<file path="src/rtl/cmmpn_pkg.sv">
`default_nettype none

package cmmpn_pkg;

	// Fixed field widths
	localparam int CH_W   = 3;
	localparam int SMP_W  = 16;
	localparam int PCT_W  = 7;

	// Bound reset values and scale
	localparam int RESET_MIN  = 10000;
	localparam int RESET_MAX  = -10000;
	localparam int FULL_SCALE = 100;

	typedef struct packed {
		logic [CH_W-1:0]         channel;
		logic signed [SMP_W-1:0] sample;
	} in_t;

	typedef struct packed {
		logic [CH_W-1:0]  channel_out;
		logic [PCT_W-1:0] percent;
	} out_t;

	typedef enum logic [4:0] {
		S_IDLE = 5'b00001,
		S_RD   = 5'b00010,
		S_UPD  = 5'b00100,
		S_DIV  = 5'b01000,
		S_DONE = 5'b10000
	} state_t;

endpackage

`default_nettype wire

</file>
<file path="src/rtl/cmmpn_bounds.sv">
`default_nettype none

module cmmpn_bounds #(
	parameter int CHANNELS   = 8,
	parameter int VALUE_BITS = 16,
	localparam int IW = (CHANNELS > 1) ? $clog2(CHANNELS) : 1
) (
	input  logic                         clk,
	input  logic                         arst_n,
	input  logic                         rd_en,
	input  logic [IW-1:0]                rd_idx,
	input  logic                         wr_en,
	input  logic [IW-1:0]                wr_idx,
	input  logic signed [VALUE_BITS-1:0] wr_lo,
	input  logic signed [VALUE_BITS-1:0] wr_hi,
	output logic signed [VALUE_BITS-1:0] rd_lo,
	output logic signed [VALUE_BITS-1:0] rd_hi
);
	import cmmpn_pkg::*;

	localparam logic signed [VALUE_BITS-1:0] LO_RST = VALUE_BITS'(RESET_MIN);
	localparam logic signed [VALUE_BITS-1:0] HI_RST = VALUE_BITS'(RESET_MAX);

	// {min, max} per channel
	logic [2*VALUE_BITS-1:0] mem [CHANNELS];
	logic [2*VALUE_BITS-1:0] rdata_q;
	logic [CHANNELS-1:0]     vld_q;
	logic                    rvld_q;

	// Storage write and registered read
	always_ff @(posedge clk) begin
		if (wr_en) begin
			mem[wr_idx] <= {wr_lo, wr_hi};
		end
		if (rd_en) begin
			rdata_q <= mem[rd_idx];
		end
	end

	// Per-channel written flags
	always_ff @(posedge clk or negedge arst_n) begin
		if (!arst_n) begin
			vld_q  <= '0;
			rvld_q <= 1'b0;
		end else begin
			if (wr_en) begin
				vld_q[wr_idx] <= 1'b1;
			end
			if (rd_en) begin
				rvld_q <= vld_q[rd_idx];
			end
		end
	end

	// Never-written channel reads as its reset bounds
	assign rd_lo = rvld_q ? signed'(rdata_q[2*VALUE_BITS-1:VALUE_BITS]) : LO_RST;
	assign rd_hi = rvld_q ? signed'(rdata_q[VALUE_BITS-1:0]) : HI_RST;

endmodule

`default_nettype wire

</file>
<file path="src/rtl/cmmpn_div.sv">
`default_nettype none

module cmmpn_div #(
	parameter int DEN_BITS = 16,
	localparam int NW = DEN_BITS + cmmpn_pkg::PCT_W
) (
	input  logic                        clk,
	input  logic                        arst_n,
	input  logic                        start,
	input  logic [NW-1:0]               num,
	input  logic [DEN_BITS-1:0]         den,
	output logic                        done,
	output logic [cmmpn_pkg::PCT_W-1:0] quot
);
	import cmmpn_pkg::*;

	localparam int KW = $clog2(PCT_W + 1);

	logic [NW-1:0]    rem_q;
	logic [NW-1:0]    dsh_q;
	logic [PCT_W-1:0] quot_q;
	logic [KW-1:0]    cnt_q;
	logic             busy_q;
	logic             done_q;
	logic             fits;

	// One restoring step per cycle, quotient MSB first
	assign fits = (rem_q >= dsh_q);

	always_ff @(posedge clk) begin
		if (start) begin
			rem_q <= num;
			dsh_q <= NW'(den) << (PCT_W - 1);
		end else if (busy_q) begin
			if (fits) begin
				rem_q <= rem_q - dsh_q;
			end
			quot_q <= {quot_q[PCT_W-2:0], fits};
			dsh_q  <= dsh_q >> 1;
		end
	end

	// Step counter and completion pulse
	always_ff @(posedge clk or negedge arst_n) begin
		if (!arst_n) begin
			busy_q <= 1'b0;
			done_q <= 1'b0;
			cnt_q  <= '0;
		end else begin
			done_q <= busy_q && (cnt_q == KW'(1));
			if (start) begin
				busy_q <= 1'b1;
				cnt_q  <= KW'(PCT_W);
			end else if (busy_q) begin
				cnt_q <= cnt_q - KW'(1);
				if (cnt_q == KW'(1)) begin
					busy_q <= 1'b0;
				end
			end
		end
	end

	assign done = done_q;
	assign quot = quot_q;

endmodule

`default_nettype wire

</file>
<file path="src/rtl/channel_minmax_percent_normalizer.sv">
// Path from item accept to result valid: read, update, 7 divide steps, result load,
// output register; a sample at the minimum skips the divide steps, and an out-of-range
// channel goes straight to result load. One item at a time: the next item is taken only
// once the last result is loaded, so the one-bit-per-cycle restoring divider and the
// bounds store read set the pace; a stalled result holds off the next item.
// Reset (arst_n low, async): all channels read min 10000 / max -10000, no result held.
`default_nettype none

module channel_minmax_percent_normalizer #(
	parameter int CHANNELS    = 8,
	parameter int SAMPLE_BITS = 16
) (
	input  logic            clk,
	input  logic            arst_n,
	input  logic            item_valid,
	output logic            item_stall,
	input  cmmpn_pkg::in_t  item,
	output logic            result_valid,
	input  logic            result_stall,
	output cmmpn_pkg::out_t result
);
	import cmmpn_pkg::*;

	localparam int VW = (SAMPLE_BITS < SMP_W) ? SMP_W : SAMPLE_BITS;
	localparam int NW = VW + PCT_W;
	localparam int IW = (CHANNELS > 1) ? $clog2(CHANNELS) : 1;

	state_t                state_q;
	logic [CH_W-1:0]       ch_q;
	logic signed [VW-1:0]  smp_q;
	logic [PCT_W-1:0]      pct_q;
	out_t                  res_q;
	logic                  res_vld_q;

	logic signed [VW-1:0]  smp_wide;
	logic                  in_range;
	logic signed [VW-1:0]  rd_lo, rd_hi, lo_new, hi_new;
	logic [VW-1:0]         diff_w, span_w;
	logic [NW-1:0]         num;
	logic                  div_start, div_done;
	logic [PCT_W-1:0]      div_quot;
	logic                  res_load;

	// Sample widening to the bound width
	generate
		if (SAMPLE_BITS <= SMP_W) begin : g_sext
			logic signed [SAMPLE_BITS-1:0] smp_low;
			assign smp_low  = item.sample[SAMPLE_BITS-1:0];
			assign smp_wide = VW'(smp_low);
		end else begin : g_zext
			assign smp_wide = signed'(VW'(unsigned'(item.sample)));
		end
	endgenerate

	assign in_range = (32'(item.channel) < 32'(CHANNELS));

	// Bound update and percent numerator/denominator
	assign lo_new = (smp_q < rd_lo) ? smp_q : rd_lo;
	assign hi_new = (smp_q > rd_hi) ? smp_q : rd_hi;
	// both differences are non-negative and fit VW bits unsigned
	assign diff_w = smp_q - lo_new;
	assign span_w = hi_new - lo_new;
	assign num    = NW'(diff_w) * NW'(FULL_SCALE);

	assign div_start = (state_q == S_UPD) && (smp_q != lo_new);
	assign res_load  = (state_q == S_DONE) && (!res_vld_q || !result_stall);

	cmmpn_bounds #(
		.CHANNELS   (CHANNELS),
		.VALUE_BITS (VW)
	) u_bounds (
		.clk    (clk),
		.arst_n (arst_n),
		.rd_en  (state_q == S_RD),
		.rd_idx (IW'(ch_q)),
		.wr_en  (state_q == S_UPD),
		.wr_idx (IW'(ch_q)),
		.wr_lo  (lo_new),
		.wr_hi  (hi_new),
		.rd_lo  (rd_lo),
		.rd_hi  (rd_hi)
	);

	cmmpn_div #(
		.DEN_BITS (VW)
	) u_div (
		.clk    (clk),
		.arst_n (arst_n),
		.start  (div_start),
		.num    (num),
		.den    (span_w),
		.done   (div_done),
		.quot   (div_quot)
	);

	// Item capture
	always_ff @(posedge clk) begin
		if (state_q == S_IDLE && item_valid) begin
			ch_q  <= item.channel;
			smp_q <= smp_wide;
		end
	end

	// Sequencer
	always_ff @(posedge clk or negedge arst_n) begin
		if (!arst_n) begin
			state_q <= S_IDLE;
			pct_q   <= '0;
		end else begin
			unique case (state_q)
				S_IDLE: begin
					if (item_valid) begin
						pct_q   <= '0;
						state_q <= in_range ? S_RD : S_DONE;
					end
				end
				S_RD: begin
					state_q <= S_UPD;
				end
				S_UPD: begin
					state_q <= div_start ? S_DIV : S_DONE;
				end
				S_DIV: begin
					if (div_done) begin
						pct_q   <= div_quot;
						state_q <= S_DONE;
					end
				end
				S_DONE: begin
					if (res_load) begin
						state_q <= S_IDLE;
					end
				end
				default: begin
					state_q <= S_IDLE;
				end
			endcase
		end
	end

	// Output register
	always_ff @(posedge clk) begin
		if (res_load) begin
			res_q.channel_out <= ch_q;
			res_q.percent     <= pct_q;
		end
	end

	always_ff @(posedge clk or negedge arst_n) begin
		if (!arst_n) begin
			res_vld_q <= 1'b0;
		end else if (res_load) begin
			res_vld_q <= 1'b1;
		end else if (!result_stall) begin
			res_vld_q <= 1'b0;
		end
	end

	assign item_stall   = (state_q != S_IDLE);
	assign result_valid = res_vld_q;
	assign result       = res_q;

endmodule

`default_nettype wire

</file>
<file path="config.mk">
export PLATFORM = sky130hd
export DESIGN_NAME = channel_minmax_percent_normalizer
export DESIGN_NICKNAME = d
export VERILOG_FILES = /design/src/rtl/cmmpn_pkg.sv /design/src/rtl/cmmpn_bounds.sv /design/src/rtl/cmmpn_div.sv /design/src/rtl/channel_minmax_percent_normalizer.sv
export SDC_FILE = /design/constraint.sdc
export NUM_CORES = 1
export LEC_CHECK = 0
export ABC_AREA = 1
export BUFFER_PORTS_ARGS = -buffer_cell sky130_fd_sc_hd__buf_2
export CORE_MARGIN = 4
export CORE_UTILIZATION = 50
export DETAILED_ROUTE_END_ITERATION = 10
export PLACE_DENSITY_LB_ADDON = 0.2
export SYNTH_ARGS = -nofsm -noshare
export SYNTH_HDL_FRONTEND = slang
export SYNTH_SLANG_ARGS = --single-unit
</file>
<file path="constraint.sdc">
create_clock -name clk -period 6.7 [get_ports clk]
set_clock_uncertainty 0.15 [all_clocks]
set_input_delay 0.335 -clock clk [delete_from_list [all_inputs] [get_ports clk]]
set_output_delay 0.335 -clock clk [all_outputs]
set_load 0.02 [all_outputs]
</file>
; ---- Yosys cells after proc, flatten, opt, wreduce, memory -nomap -nowiden
; Memory sizes are Yosys's and may differ from the RTL's. A register that Yosys moved wholly into a read port is not among the register bits.
; Index checks and enable logic that the tools add are counted.
[totals]
ff_bits = 108
output_inout_bits = 12
inputBits = 23
ramBits = 256
wordCells = 88
n_memories = 1
[op_classes]
mul = 1
n_bitwise = 2
add_sub_neg = 4
mux = 30
n_reduce_logical = 16
eq_ne = 12
n_lt_le_gt_ge = 5
[mem_list]
columns = memory, depth, width, read_ports, rd_ports_with_merged_regs, wr, line_no
row1 = u_bounds.mem, 8, 32, 1, 1, 1, cmmpn_bounds.sv:25  ; logic [2*VALUE_BITS-1:0] mem [CHANNELS];
[ops]
columns = op, n
row1 = two-way mux 23 bit, 3
row2 = two-way mux 16 bit, 4
row3 = two-way mux 22 bit, 2
row4 = subtractor 16 bit, 2
row5 = case mux 5 bit (5 select lines), 1
row6 = >= comparator 23 x 22 -> 1 bit, 1
row7 = subtractor 23 x 22 -> 23 bit, 1
row8 = multiplier 16 x 5 -> 21 bit (second input constant), 1
row9 = two-way mux 5 bit, 4
row10 = greater-than comparator 16 bit, 1
row11 = < comparator 16 bit, 1
row12 = != test 16 bit, 1
row13 = two-way mux 7 bit, 2
row14 = case mux 7 bit (2 select lines), 1
row15 = two-way mux 1 bit, 9
row16 = OR 8 bit, 1
row17 = two-way mux 3 bit, 2
row18 = AND reduction 2 bit, 3
row19 = AND reduction 3 bit, 2
row20 = nonzero test 2 bit, 3
row21 = equality test 5 x 1 -> 1 bit (second input constant), 1
row22 = equality test 5 x 2 -> 1 bit (second input constant), 1
row23 = equality test 5 x 3 -> 1 bit (second input constant), 1
row24 = equality test 5 x 4 -> 1 bit (second input constant), 1
row25 = 14 further kinds, 21

; ---- Longest topological paths before layout
[logic_depth]
depth_word = 7
mapped_depth = 45
depth_no_buf = 42

; ---- By module
; From an unflattened synthesis, not the netlist that was laid out.
[unflattened]
hier_cells = 2384
hier_area_um2 = 21829.7
[by_module_without_submodules]
columns = module, cells_each, seq_area_each_um2, n_inst, area_each_um2
row1 = cmmpn_bounds, 917, 8873.5, 1, 11657.4
row2 = channel_minmax_percent_normalizer, 906, 1197.4, 1, 6222.2
row3 = cmmpn_div, 561, 1626.6, 1, 3950.0

; ---- Least setup slack after synthesis
; OpenSTA, ideal clock, no wires.
[synth_timing]
path_kind = flip-flop to flip-flop
start = reg u_bounds.rvld_q
end = reg u_div.rem_q[20], data pin
setup_time_ns = 0.257
n_path_buf = 3
required_ns = 6.293
path_stages_with_launch = 40
period_less_slack_ns = 7.134
t_arrival_ns = 6.727
slack_ns = -0.434
cell_sequence = dfrtp_1 > inv_1 > clkbuf_1 > nor2_1 > ha_1 > a21oi_1 > or2_0 > a21oi_1 > nor2_1 > nand2_2 > nand2_4 > nand2_4 > buf_6 > clkbuf_1 > o21ai_0 > ha_1 > inv_1 > fa_1 > (+4 left out) > xor2_1 > ha_1 > ha_1 > inv_1 > fa_1 > inv_1 > ha_1 > nand2_1 > o21ai_0 > a31oi_1 > o21ai_0 > nand2_1 > inv_1 > nor2_1 > o21bai_1 > nand3_1 > a21oi_1 > o21ai_1
[synth_via]
elab_chain_len = 6
elab_cells_between_ends = 8
classes_between = add/sub (1) / mul (1) / order compare (1) / eq/ne (1) / mux (3) / reduce/logical (1)
[synth_lines]
columns = item, line_no
row1 = from (decl), cmmpn_bounds.sv:28  ; logic rvld_q;
row2 = from (signal assigned), cmmpn_bounds.sv:50  ; rvld_q <= vld_q[rd_idx];
row3 = two-way mux 16 bit *, cmmpn_bounds.sv:56  ; assign rd_lo = rvld_q ? signed'(rdata_q[2*VALUE_BITS-1:VALUE_BITS]) : LO_RST;
row4 = < comparator 16 bit, channel_minmax_percent_normalizer.sv:58  ; assign lo_new = (smp_q < rd_lo) ? smp_q : rd_lo;
row5 = two-way mux 16 bit *, channel_minmax_percent_normalizer.sv:58
row6 = named net lo_new[0], channel_minmax_percent_normalizer.sv:37  ; logic signed [VW-1:0] rd_lo, rd_hi, lo_new, hi_new;
row7 = subtractor 16 bit / != test 16 bit (equally long branches), "channel_minmax_percent_normalizer.sv:61, channel_minmax_percent_normalizer.sv:65"
row8 = multiplier 16 x 5 -> 21 bit / logical AND 1 bit (equally long branches), "channel_minmax_percent_normalizer.sv:63, channel_minmax_percent_normalizer.sv:65"
row9 = two-way mux 23 bit *, cmmpn_div.sv:31  ; if (start) begin
row10 = to (signal assigned), cmmpn_div.sv:32  ; rem_q <= num;
row11 = to (signal assigned), cmmpn_div.sv:36  ; rem_q <= rem_q - dsh_q;
row12 = to (decl), cmmpn_div.sv:19  ; logic [NW-1:0] rem_q;
; The timed path passes the listed nets; every way through them passes the cells marked *.
; A chain may end at the register's enable or synchronous reset.

; ---- Worst setup path in the final report
; Ends and elaborated chain as after synthesis.

==> reports/results.ini <==
[yosys]
synth_top_family_by_area = simple AND/OR/NAND/NOR gates
synth_edf_count = 361
synth_fa_ha_area_share_pct = 9.631
yosys.area_share.simple_pct = 14.53
synthFlopType = edfxtp_1
synthCells = 1810
synth.distinct_cells = 55
synth_nets = 1978
synth-compound-area-share_pct = 10.72
ys.warnings.count = 0
synth-async-reset-ratio_pct = 6.818
ys_ff_latch = 396
yosysSeqAreaShare_pct = 58.59
synth_area_um2 = 19930
synth-xor-area-share_pct = 1.626
avgSynthCellArea_um2 = 11.01
synthMuxAreaShare_pct = 0

[timing]
slew_headroom_pct = 34.39
worst_slew_pin_slew_ns = 0.9842
holdWs_ns = 0.2054
hold_violations = 0
fin_crit_sh_pct = 96.05
slew_viol_final = 0
rsz0062_at_grt = yes
fin_setup_tns_ns = 0
setup_violations = 0
worst_slack_ns = 0.2649
finalCriticalPeriod_ns = 6.435
fmax_mhz = 155.4

[worst_setup_path]
path_common_cell = ha_4
start_kind = flip-flop
end_kind = flip-flop
cp_max_fo = 6
critPathRequiredTime_ns = 6.85
critPathLaunch = u_bounds.rvld_q
critPathTopFamily = adder cells
r2r-start = u_bounds.rvld_q
worst-setup-path-type = flip-flop to flip-flop
ff2ff_setup_slack_ns = 0.26
critPathBufInv = 6
crit_slowest_cell = fa_1
cpPeakStageDelay_ns = 0.52
critPathArrivalTime_ns = 6.59

[cells_and_area]
area_growth_pct = 18.55
final_common_cell = edfxtp_1
drive_gt1_share_pct = 17.94
final_cell_mix = edfxtp_1 (361), nand2_1 (334), inv_1 (189)
fin_nets = 2154
instances_no_fill = 2536
n_antenna_cell = 0

[place]
portBuffers = 34
place.gp.congestion = 0.9331
place_ws_ns = -0.02578
place_hpwl_mm = 35.51
place_inst = 2410

[routing]
firstDrtPassIters = 7
ant_nets = 0
initialDrtViolationCount = 1111
routed_via_density = 5.670
via_count = 14380
routed_wirelength_mm = 52.63
drc = 0
wl_per_cell_um = 20.75

[floorplan]
coreArea_um2 = 39010
fp.dieH_um = 207.6
dieArea_um2 = 43120
start_util_pct = 51.09
dieWidth_um = 207.6
rows = 72
ios = 35

[global_routing]
first_global_vias = 14080
grt_start_max_net_pins = 36
gr-total-overflow = 0
antenna_found_initial = 0
grt_first_pass_wirelength_mm = 80.70
grt_use_total_pct = 23.76

[clocking]
numCtsBuffers = 40
clk_pin_slew_worst_paths_ns = 0.06
clock_sink_count = 396
h-tree-depth = 2
cts-root-buf = clkbuf_16
clkLatencyLatePin_ns = 0.56
tritoncts = yes
clock_path_buffers = 3

[run_status]
status = complete, no violations

[worst_hold_path]
hp-class = primary input to async pin

[run]
maxCapViolCount = 0

[registers in the layout, summed over array words and instances (netlist names), 5 cells and up]
signal and flops:
u_div.rem_q 23, u_bounds.rdata_q 32, u_bounds.vld_q 8, u_div.dsh_q 22, state_q 5, smp_q 16
u_div.quot 7, u_bounds.mem 256, result 10, pct_q 7
[logic make-up (layout without fill, tap and decap cells)]
group / count (synthesis) / in the layout
compound gates: 332 / 332
fa+ha+maj: 145 / 145
buf+inv: 244 / 451
xor+xnor: 37 / 37
flops: 396 / 396
simple gates: 656 / 657
[layout make-up]
class,count,area [um^2]
fillers,3122,15380
clock buffers,55,1100
multi-input cells,1171,7875
repair buffers,176,1363
flip-flops and latches,396,11680
inverters,201,759.5
well taps,518,648.1
clock inverters,19,201.4
[cell usage after synthesis, types with 5 or more instances]
cell type  count  area share [%]
edfxtp_1     361              54
nand2_1      343             6.5
inv_1        195             3.7
ha_1         131             8.2
nor2_1       109             2.1
a21oi_1      103             2.6
nand3_1       82             2.1
o21ai_0       64             1.6
nand4_1       56             1.8
a22oi_1       47             1.8
a22o_1        30             1.3
clkbuf_1      29            0.55
dfrtp_1       26             3.3
xor2_1        26             1.1
a221oi_1      21            0.92
nor3_1        18            0.45
o21ai_1       16            0.40
o21ai_2       15            0.66
fa_1          14             1.4
or2_2         13            0.41
xnor2_1       11            0.48
dfxtp_1        8            0.80
nand2_2        8            0.25
nor4_1         8            0.25
buf_6          7            0.40
o21bai_1       5            0.19
o22ai_1        5            0.16
o22ai_2        5            0.31
[layer usage]
layer | track usage (%) | share of wire [%] | wire [um] | vias to the layer above
met1 | 34.66 | 46 | 24030 | 7018
li1 | - | - | - | 6831
met5 | 0 | 0 | 0 | -
met4 | 5.142 | 1.8 | 972 | 0
met2 | 38.09 | 46 | 24190 | 463
met3 | 3.839 | 6.5 | 3440 | 66
[worst paths after layout]
kind | cells after the start | end
max in group asynchronous | 2 | u_bounds.rvld_q
setup reg to reg | 35 | u_div.rem_q[20]
setup / recovery | 35 | u_div.rem_q[20]
hold reg to reg | 0 | result[2]
min in group clk | 0 | result[2]
hold / removal | 2 | u_bounds.vld_q[4]
[through the flow]
| stage | utilization (%) | cell area, um^2 |
|---|---|---|
| 2_1_floorplan | - | 19940 |
| 3_3_place_gp | 54.72 | 21350 |
| 3_5_place_dp | 54.72 | 21350 |
| 4_1_cts | 58.67 | 22890 |
| 5_1_grt | 60.57 | 23630 |
| 6_report | 60.57 | 23630 |
[timing repair]
action | in CTS | in global routing
endpoints found under the hold margin | 48 | 0
setup buffers | 0 | 27
hold buffers | 22 | 0
endpoints found under the setup margin | 5 | 10
gates cloned | 0 | 3
pin swaps | 0 | 48
gates resized for setup | 5 | 102
Power is not shown: default switching activity piles up to over one toggle a cycle in this logic, so the estimate is an artifact.
